[src/hdl/brlp_pkg.sv]
// Shared types and constants for the board record line parser.
package brlp_pkg;

    localparam int BOARD_SQUARES = 64;
    localparam int SQ_IDX_W      = $clog2(BOARD_SQUARES);
    localparam int BCOUNT_W      = $clog2(BOARD_SQUARES + 2);
    localparam int SEPS_PER_REC  = 4;
    localparam int QUEUE_DEPTH   = 4;
    localparam int QPTR_W        = $clog2(QUEUE_DEPTH);
    localparam int QCNT_W        = $clog2(QUEUE_DEPTH + 1);

    localparam logic [7:0] CH_SEMI = 8'h3B;
    localparam logic [7:0] CH_HASH = 8'h23;
    localparam logic [7:0] CH_NL   = 8'h0A;
    localparam logic [7:0] CH_NUL  = 8'h00;
    localparam logic [7:0] CH_B    = 8'h62;
    localparam logic [7:0] CH_W    = 8'h77;
    localparam logic [7:0] CH_DOT  = 8'h2E;

    localparam logic [2:0] FLD_ID     = 3'd0;
    localparam logic [2:0] FLD_BOARD  = 3'd1;
    localparam logic [2:0] FLD_PLAYER = 3'd2;

    localparam logic [1:0] KIND_ID      = 2'd0;
    localparam logic [1:0] KIND_DESC    = 2'd1;
    localparam logic [1:0] KIND_SUMMARY = 2'd2;

    localparam logic [2:0] ST_OK          = 3'd0;
    localparam logic [2:0] ST_NONE        = 3'd1;
    localparam logic [2:0] ST_INCOMPLETE  = 3'd2;
    localparam logic [2:0] ST_BOARD_LEN   = 3'd3;
    localparam logic [2:0] ST_BAD_SQUARE  = 3'd4;
    localparam logic [2:0] ST_PLAYER_LEN  = 3'd5;
    localparam logic [2:0] ST_BAD_PLAYER  = 3'd6;

    typedef logic [BOARD_SQUARES-1:0] t_mask;

    typedef struct packed {
        logic [7:0] char_in;
        logic       line_last;
    } t_in_word;

    typedef struct packed {
        logic [1:0] result_kind;
        logic [7:0] text_char;
        logic [2:0] line_status;
        t_mask      black_squares;
        t_mask      white_squares;
        logic       white_to_move;
        logic       last_of_item;
    } t_out_word;

    typedef struct packed {
        logic [1:0] cnt;
        t_out_word  first;
        t_out_word  second;
    } t_push;

endpackage

[src/hdl/brlp_parse.sv]
// Input register, per-line scan state and result word generation.
module brlp_parse (
    input  logic              i_clk,
    input  logic              i_rst_n,
    input  logic              i_in_valid,
    output logic              o_in_stall,
    input  brlp_pkg::t_in_word i_in_word,
    input  logic              i_room,
    output brlp_pkg::t_push   o_push
);

    logic               r_in_valid;
    brlp_pkg::t_in_word r_in;

    logic [2:0]                       r_fields, n_fields;
    logic                             r_scan_over, n_scan_over;
    logic                             r_has, n_has;
    logic                             r_id, n_id;
    logic [brlp_pkg::BCOUNT_W-1:0]    r_bcount, n_bcount;
    brlp_pkg::t_mask                  r_black, n_black;
    brlp_pkg::t_mask                  r_white, n_white;
    logic                             r_sq_bad, n_sq_bad;
    logic [1:0]                       r_pcount, n_pcount;
    logic                             r_pwhite, n_pwhite;
    logic                             r_pbad, n_pbad;

    logic              go;
    logic              text_hit;
    logic [1:0]        text_kind;
    logic [2:0]        status;
    brlp_pkg::t_mask   sq_bit;
    brlp_pkg::t_out_word text_w, sum_w;

    assign go         = r_in_valid && i_room;
    assign o_in_stall = r_in_valid && !i_room;
    assign sq_bit     = brlp_pkg::t_mask'(1) << r_bcount[brlp_pkg::SQ_IDX_W-1:0];

    always_ff @(posedge i_clk) begin
        if (!i_rst_n) begin
            r_in_valid <= 1'b0;
        end else if (!o_in_stall) begin
            r_in_valid <= i_in_valid;
        end
        if (!o_in_stall && i_in_valid) begin
            r_in <= i_in_word;
        end
    end

    always_comb begin
        n_fields    = r_fields;
        n_scan_over = r_scan_over;
        n_has       = r_has;
        n_id        = r_id;
        n_bcount    = r_bcount;
        n_black     = r_black;
        n_white     = r_white;
        n_sq_bad    = r_sq_bad;
        n_pcount    = r_pcount;
        n_pwhite    = r_pwhite;
        n_pbad      = r_pbad;
        text_hit    = 1'b0;
        text_kind   = brlp_pkg::KIND_ID;
        status      = brlp_pkg::ST_OK;

        if (!r_scan_over) begin
            if (r_in.char_in == brlp_pkg::CH_HASH || r_in.char_in == brlp_pkg::CH_NL
                    || r_in.char_in == brlp_pkg::CH_NUL) begin
                n_scan_over = 1'b1;
            end else if (r_in.char_in == brlp_pkg::CH_SEMI) begin
                n_has = 1'b1;
                if (r_fields < 3'(brlp_pkg::SEPS_PER_REC)) begin
                    n_fields = r_fields + 3'd1;
                end
                if (n_fields >= 3'(brlp_pkg::SEPS_PER_REC)) begin
                    n_scan_over = 1'b1;
                end
            end else begin
                n_has = 1'b1;
                case (r_fields)
                    brlp_pkg::FLD_ID: begin
                        n_id      = 1'b1;
                        text_hit  = 1'b1;
                        text_kind = brlp_pkg::KIND_ID;
                    end
                    brlp_pkg::FLD_BOARD: begin
                        if (r_bcount < brlp_pkg::BCOUNT_W'(brlp_pkg::BOARD_SQUARES)) begin
                            if (r_in.char_in == brlp_pkg::CH_B) begin
                                n_black = r_black | sq_bit;
                            end else if (r_in.char_in == brlp_pkg::CH_W) begin
                                n_white = r_white | sq_bit;
                            end else if (r_in.char_in != brlp_pkg::CH_DOT) begin
                                n_sq_bad = 1'b1;
                            end
                        end
                        if (r_bcount < brlp_pkg::BCOUNT_W'(brlp_pkg::BOARD_SQUARES + 1)) begin
                            n_bcount = r_bcount + brlp_pkg::BCOUNT_W'(1);
                        end
                    end
                    brlp_pkg::FLD_PLAYER: begin
                        if (r_pcount == 2'd0) begin
                            n_pwhite = (r_in.char_in == brlp_pkg::CH_W);
                            n_pbad   = (r_in.char_in != brlp_pkg::CH_W)
                                    && (r_in.char_in != brlp_pkg::CH_B);
                        end
                        if (r_pcount < 2'd2) begin
                            n_pcount = r_pcount + 2'd1;
                        end
                    end
                    default: begin
                        text_hit  = 1'b1;
                        text_kind = brlp_pkg::KIND_DESC;
                    end
                endcase
            end
        end

        if (!n_has) begin
            status = brlp_pkg::ST_NONE;
        end else if (n_fields != 3'(brlp_pkg::SEPS_PER_REC)) begin
            status = brlp_pkg::ST_INCOMPLETE;
        end else if (n_bcount != brlp_pkg::BCOUNT_W'(brlp_pkg::BOARD_SQUARES)) begin
            status = brlp_pkg::ST_BOARD_LEN;
        end else if (n_sq_bad) begin
            status = brlp_pkg::ST_BAD_SQUARE;
        end else if (n_pcount != 2'd1) begin
            status = brlp_pkg::ST_PLAYER_LEN;
        end else if (n_pbad) begin
            status = brlp_pkg::ST_BAD_PLAYER;
        end else if (!n_id) begin
            status = brlp_pkg::ST_NONE;
        end

        text_w               = '0;
        text_w.result_kind   = text_kind;
        text_w.text_char     = r_in.char_in;
        text_w.last_of_item  = !r_in.line_last;

        sum_w                = '0;
        sum_w.result_kind    = brlp_pkg::KIND_SUMMARY;
        sum_w.line_status    = status;
        sum_w.last_of_item   = 1'b1;
        if (status == brlp_pkg::ST_OK) begin
            sum_w.black_squares = n_black;
            sum_w.white_squares = n_white;
            sum_w.white_to_move = n_pwhite;
        end

        o_push.cnt    = go ? (2'(text_hit) + 2'(r_in.line_last)) : 2'd0;
        o_push.first  = text_hit ? text_w : sum_w;
        o_push.second = sum_w;

        // line end clears the scan state
        if (r_in.line_last) begin
            n_fields    = '0;
            n_scan_over = 1'b0;
            n_has       = 1'b0;
            n_id        = 1'b0;
            n_bcount    = '0;
            n_black     = '0;
            n_white     = '0;
            n_sq_bad    = 1'b0;
            n_pcount    = '0;
            n_pwhite    = 1'b0;
            n_pbad      = 1'b0;
        end
    end

    always_ff @(posedge i_clk) begin
        if (!i_rst_n) begin
            r_fields    <= '0;
            r_scan_over <= 1'b0;
            r_has       <= 1'b0;
            r_id        <= 1'b0;
            r_bcount    <= '0;
            r_black     <= '0;
            r_white     <= '0;
            r_sq_bad    <= 1'b0;
            r_pcount    <= '0;
            r_pwhite    <= 1'b0;
            r_pbad      <= 1'b0;
        end else if (go) begin
            r_fields    <= n_fields;
            r_scan_over <= n_scan_over;
            r_has       <= n_has;
            r_id        <= n_id;
            r_bcount    <= n_bcount;
            r_black     <= n_black;
            r_white     <= n_white;
            r_sq_bad    <= n_sq_bad;
            r_pcount    <= n_pcount;
            r_pwhite    <= n_pwhite;
            r_pbad      <= n_pbad;
        end
    end

endmodule

[src/hdl/brlp_outq.sv]
// Result word queue: up to two words pushed per cycle, one popped unless the output stalls.
module brlp_outq (
    input  logic                i_clk,
    input  logic                i_rst_n,
    input  brlp_pkg::t_push     i_push,
    output logic                o_room,
    output logic                o_out_valid,
    input  logic                i_out_stall,
    output brlp_pkg::t_out_word o_out_word
);

    brlp_pkg::t_out_word r_mem [brlp_pkg::QUEUE_DEPTH];
    logic [brlp_pkg::QPTR_W-1:0] r_wr, n_wr;
    logic [brlp_pkg::QPTR_W-1:0] r_rd, n_rd;
    logic [brlp_pkg::QCNT_W-1:0] r_count, n_count;
    logic                        pop;

    assign o_out_valid = (r_count != '0);
    assign o_out_word  = r_mem[r_rd];
    assign o_room      = (r_count <= brlp_pkg::QCNT_W'(brlp_pkg::QUEUE_DEPTH - 2));
    assign pop         = o_out_valid && !i_out_stall;

    always_comb begin
        n_wr    = r_wr + brlp_pkg::QPTR_W'(i_push.cnt);
        n_rd    = r_rd + brlp_pkg::QPTR_W'(pop);
        n_count = r_count + brlp_pkg::QCNT_W'(i_push.cnt) - brlp_pkg::QCNT_W'(pop);
    end

    always_ff @(posedge i_clk) begin
        if (!i_rst_n) begin
            r_wr    <= '0;
            r_rd    <= '0;
            r_count <= '0;
        end else begin
            r_wr    <= n_wr;
            r_rd    <= n_rd;
            r_count <= n_count;
        end
        if (i_push.cnt != 2'd0) begin
            r_mem[r_wr] <= i_push.first;
        end
        if (i_push.cnt == 2'd2) begin
            r_mem[r_wr + brlp_pkg::QPTR_W'(1)] <= i_push.second;
        end
    end

`ifndef NO_ASSERTIONS
    a_no_overflow: assert property (@(posedge i_clk) disable iff (!i_rst_n)
        r_count <= brlp_pkg::QCNT_W'(brlp_pkg::QUEUE_DEPTH))
        else $error("result queue overflow");

    a_push_needs_room: assert property (@(posedge i_clk) disable iff (!i_rst_n)
        (i_push.cnt != 2'd0) |-> o_room)
        else $error("push without room");

    a_pair_ends_summary: assert property (@(posedge i_clk) disable iff (!i_rst_n)
        (i_push.cnt == 2'd2) |-> (i_push.second.result_kind == brlp_pkg::KIND_SUMMARY
            && !i_push.first.last_of_item && i_push.second.last_of_item))
        else $error("bad word pair");

    a_drain: assert property (@(posedge i_clk) disable iff (!i_rst_n)
        (pop && i_push.cnt == 2'd0 && r_count == brlp_pkg::QCNT_W'(1)) |=> !o_out_valid)
        else $error("queue did not drain");
`endif

endmodule

[src/hdl/board_record_line_parser.sv]
// Top level: record line parser, one text byte per input word.
// An accepted word waits in the input register until its result words enter the queue.
// The parser takes one input word per cycle while results drain; a line-ending id or
// description byte gives two result words, leaving one per cycle unless stalled.
// The parse stage advances only with room for two words in the 4-entry queue.
// Reset (synchronous, active low) empties the queue and clears the line state.
module board_record_line_parser (
    input  logic                i_clk,
    input  logic                i_rst_n,
    input  logic                i_in_valid,
    output logic                o_in_stall,
    input  brlp_pkg::t_in_word  i_in_word,
    output logic                o_out_valid,
    input  logic                i_out_stall,
    output brlp_pkg::t_out_word o_out_word
);

    brlp_pkg::t_push push;
    logic            room;

    brlp_parse u_parse (
        .i_clk      (i_clk),
        .i_rst_n    (i_rst_n),
        .i_in_valid (i_in_valid),
        .o_in_stall (o_in_stall),
        .i_in_word  (i_in_word),
        .i_room     (room),
        .o_push     (push)
    );

    brlp_outq u_outq (
        .i_clk       (i_clk),
        .i_rst_n     (i_rst_n),
        .i_push      (push),
        .o_room      (room),
        .o_out_valid (o_out_valid),
        .i_out_stall (i_out_stall),
        .o_out_word  (o_out_word)
    );

endmodule
[config.mk]
export PLATFORM = sky130hd
export DESIGN_NAME = board_record_line_parser
export DESIGN_NICKNAME = d
export VERILOG_FILES = /design/src/hdl/brlp_pkg.sv /design/src/hdl/brlp_parse.sv /design/src/hdl/brlp_outq.sv /design/src/hdl/board_record_line_parser.sv
export SDC_FILE = /design/constraint.sdc
export NUM_CORES = 1
export LEC_CHECK = 0
export BUFFER_PORTS_ARGS = -buffer_cell sky130_fd_sc_hd__buf_2
export CORE_MARGIN = 2
export CORE_UTILIZATION = 40
export CTS_BUF_LIST = sky130_fd_sc_hd__clkbuf_16
export DETAILED_ROUTE_END_ITERATION = 6
export GPL_TIMING_DRIVEN = 1
export PLACE_DENSITY = 0.58
export SLEW_MARGIN = 20
export SYNTH_ARGS = -nofsm -noshare
export SYNTH_HDL_FRONTEND = slang
export SYNTH_SLANG_ARGS = --single-unit
[constraint.sdc]
create_clock -name i_clk -period 10.06 [get_ports i_clk]
set_clock_uncertainty 0.05 [all_clocks]
set_input_delay 0 -clock i_clk [delete_from_list [all_inputs] [get_ports i_clk]]
set_output_delay 0 -clock i_clk [all_outputs]
set_load 0.01 [all_outputs]
==> flow_metrics.tcl <==
set metrics [dict create \
    viasPerCell 5.98 \
    r2r_cells 14 \
    pin_count 158 \
    cts.sinks 735 \
    core_area_mm2 0.0824 \
    cap_violations 0 \
    crit_type "register to register" \
    pwr-share-clk_pct 36.9 \
    p_sw_share_pct 26.9 \
    relSlewSlack_pct 23.2 \
    place.gp.congestion 0.889 \
    peakVddDrop_mv 0.156 \
    whs_path_depth 2 \
    cts_tree "done" \
    hold_viol_final 0 \
    dieArea_mm2 0.0858 \
    grt-ovfl-total 0 \
    period_needed_ps 6140 \
    worstHoldStart "i_in_word[7]" \
    drc 0 \
    powerDensity_mw_per_mm2 206 \
    hold_class "input pin to register" \
    most-common-layout-cells "537 x edfxtp_1, 405 x nor3_1, 196 x dfxtp_1" \
    final_common_cell "edfxtp_1" \
    antenna_found_initial 0 \
    area_growth_pct 12.1 \
    cts_root_buffer "clkbuf_16" \
    grt_pass1_vias 22300 \
    cp-end-kind "register" \
    p_leak_uw 0.0110 \
    worst_setup_path_start_kind "register" \
    drive_gt1_share_pct 21.5 \
    yosys_warnings 0 \
    worst-path-max-fanout 75 \
    die_y_um 293 \
    ys_types 66 \
    tns_ps 0 \
    setup_viol_count_final 0 \
    nets 2671 \
    postRouteAntennaNets 0 \
    clkLatencyLatePin_ps 630 \
    vias 22600 \
    htree_levels 3 \
    utilization_pct 45.4 \
    cp.required_ps 10470 \
    clk_path_buf_depth 3 \
    whs_endpoint "u_parse.r_in[7]$_DFFE_PP_" \
    numCtsBuffers 81 \
    synth-main-ff-cell "edfxtp_1" \
    switchingPower_uw 2070 \
    ys_seq_area_share_pct 60.2 \
    io_buffers 157 \
    cts.clk_slew.worst_paths_ps 60 \
    comb_power_share_pct 17.3 \
    holdWs_ps 34.1 \
    chipWidth_um 293 \
    synth_top_area_cell "edfxtp_1" \
    cp.arrival_ps 6550 \
    synth_top_area_share_pct 48.3 \
    r2r-end "u_outq.r_mem[2][45]$_DFFE_PP_" \
    seq_power_share_pct 45.8 \
    synth-edff-count 537 \
    synth_area_mm2 0.0334 \
    syn_inst 2601 \
    drtIter0Drc 2441 \
    p_int_uw 5630 \
    postSynthAreaPerCell_um2 12.8 \
    synth-async-reset-ratio_pct 0 \
    cts_hold_buf 14 \
    synthesis.nets 2632 \
    drt_pass1_iterations 6 \
    antenna_cells 0 \
    r2r_setup_slack_ps 3920 \
    track_usage_pct 22.2 \
    slew_violations 0 \
    dp_hpwl_mm 56.9 \
    grt_max_degree 236 \
    initial_core_util_pct 40.5 \
    period_share_pct 61.0 \
    rsz0062_at_grt "no" \
    reg2reg_from "u_parse.r_in[4]$_DFFE_PP_" \
    worst_slew_pin_slew_ps 1140 \
    clock.fmax_mhz 163 \
    outcome "finished clean" \
    wl_mm 96.9 \
    grt_pass1_wl_mm 144 \
    synth-seq-cells 735 \
    synth_area_leaders "edfxtp_1 48%, dfxtp_1 12%, mux4_2 9.6%" \
    num_rows 105 \
    cts_setup_buffers 0 \
    avgRoutedWirePerCell_um 25.6 \
    cts_resized 0 \
]
sequential cells by signal, indices dropped and copies added, names as in the netlist, 2 cells and up:
signal	cells
u_outq.r_mem	572
u_parse.r_black	64
u_parse.r_white	64
u_parse.r_in	9
u_parse.r_bcount	7
u_outq.r_count	3
u_parse.r_fields	3
u_outq.r_rd	2
u_outq.r_wr	2
u_parse.r_pcount	2
synthesized netlist by cell type (3+ instances only):
cell	count
buf_1	37
clkbuf_1	122
a22o_1	34
nor3b_1	4
nor4_2	120
nor4_1	13
a22oi_1	92
dfxtp_1	198
xor2_1	3
nor2b_1	113
a21boi_0	4
mux4_2	143
inv_1	22
o21ai_0	176
nor2_1	170
nand3_1	22
o21a_1	4
xnor2_1	4
buf_6	13
buf_2	73
or4_1	3
a211oi_1	6
nand2b_1	18
o31ai_1	10
nand2_1	99
a31oi_1	3
and2_0	4
o22a_1	4
and3_1	6
o2bb2ai_1	3
nor3_1	405
and2_1	49
or3_1	9
nand4_1	7
edfxtp_1	537
a21oi_1	15
ha_1	17
per-layer routing:
layer,wire length [µm],track usage (%),vias to the layer above,share of wire (%)
met4,2710,6.90,0,2.8
met1,41000,30.5,11600,42
met5,0,0,-,0
met2,47300,35.9,791,49
met3,5830,4.19,141,6.0
li1,-,-,10000,-
cell families (layout without fill, tap and decap cells):
kind of cell    after synthesis  after routing  share of synthesized area, %
buf+inv                     268            375                          3.59
fa+ha+maj                    18             18                         0.697
compound gates              366            366                          6.98
mux                         145            145                          9.71
flops                       735            735                          60.2
simple gates               1062           1062                          18.7
xor+xnor                      7              7                         0.184
layout make-up:
| type | count | area, µm² |
|---|---|---|
| Clock inverter | 68 | 438 |
| Inverter | 22 | 100 |
| Sequential cell | 735 | 20100 |
| Clock buffer | 83 | 2080 |
| Tap cell | 1070 | 1340 |
| Multi-Input combinational cell | 1598 | 12200 |
| Fill cell | 7388 | 44900 |
| Timing Repair Buffer | 202 | 1230 |
worst max path at each step:
stage	start	endpoint	cells after the start
after floorplan	u_parse.r_in[6]$_DFFE_PP_	u_outq.r_mem[3][131]$_DFFE_PP_	14
after global placement	u_parse.r_in[4]$_DFFE_PP_	u_outq.r_mem[2][52]$_DFFE_PP_	14
after detailed placement	u_parse.r_in[4]$_DFFE_PP_	u_outq.r_mem[2][45]$_DFFE_PP_	14
after CTS	u_parse.r_in[4]$_DFFE_PP_	u_outq.r_mem[2][45]$_DFFE_PP_	14
after global routing	u_parse.r_in[4]$_DFFE_PP_	u_outq.r_mem[2][63]$_DFFE_PP_	14
final	u_parse.r_in[4]$_DFFE_PP_	u_outq.r_mem[2][45]$_DFFE_PP_	14
critical path, cell delays in order, from the launching register on:
cell      delay [ps]
edfxtp_1         540
or4_4            600
a21oi_2          150
o21a_2           390
or3_1            380
inv_1            140
ha_1             450
nor2_1           100
nor2_1           200
nand2_1          410
inv_6            730
o21a_1           230
nand4_1          560
buf_4            600
nor3_1           320
power groups by stage:
stage                     clock [µW]  combinational (µW)  sequential, µW
after floorplan                    0                 885            3510
after global placement             0                1370            3580
after detailed placement           0                1370            3590
after CTS                       2870                1380            3530
after global routing            2990                1440            3550
final                           2840                1330            3520
stage by stage:
step | std cells | area, µm² | total power, µW | setup WS, ps
after global placement | 3611 | 34700 | 4940 | 4170
after floorplan | 2601 | 33400 | 4400 | 3630
after global routing | 3778 | 37400 | 7970 | 3460
final | 3778 | 37400 | 7700 | 3920
after detailed placement | 3611 | 34700 | 4960 | 3970
after CTS | 3776 | 37400 | 7780 | 3970
Power figures use the tool's default switching activity.
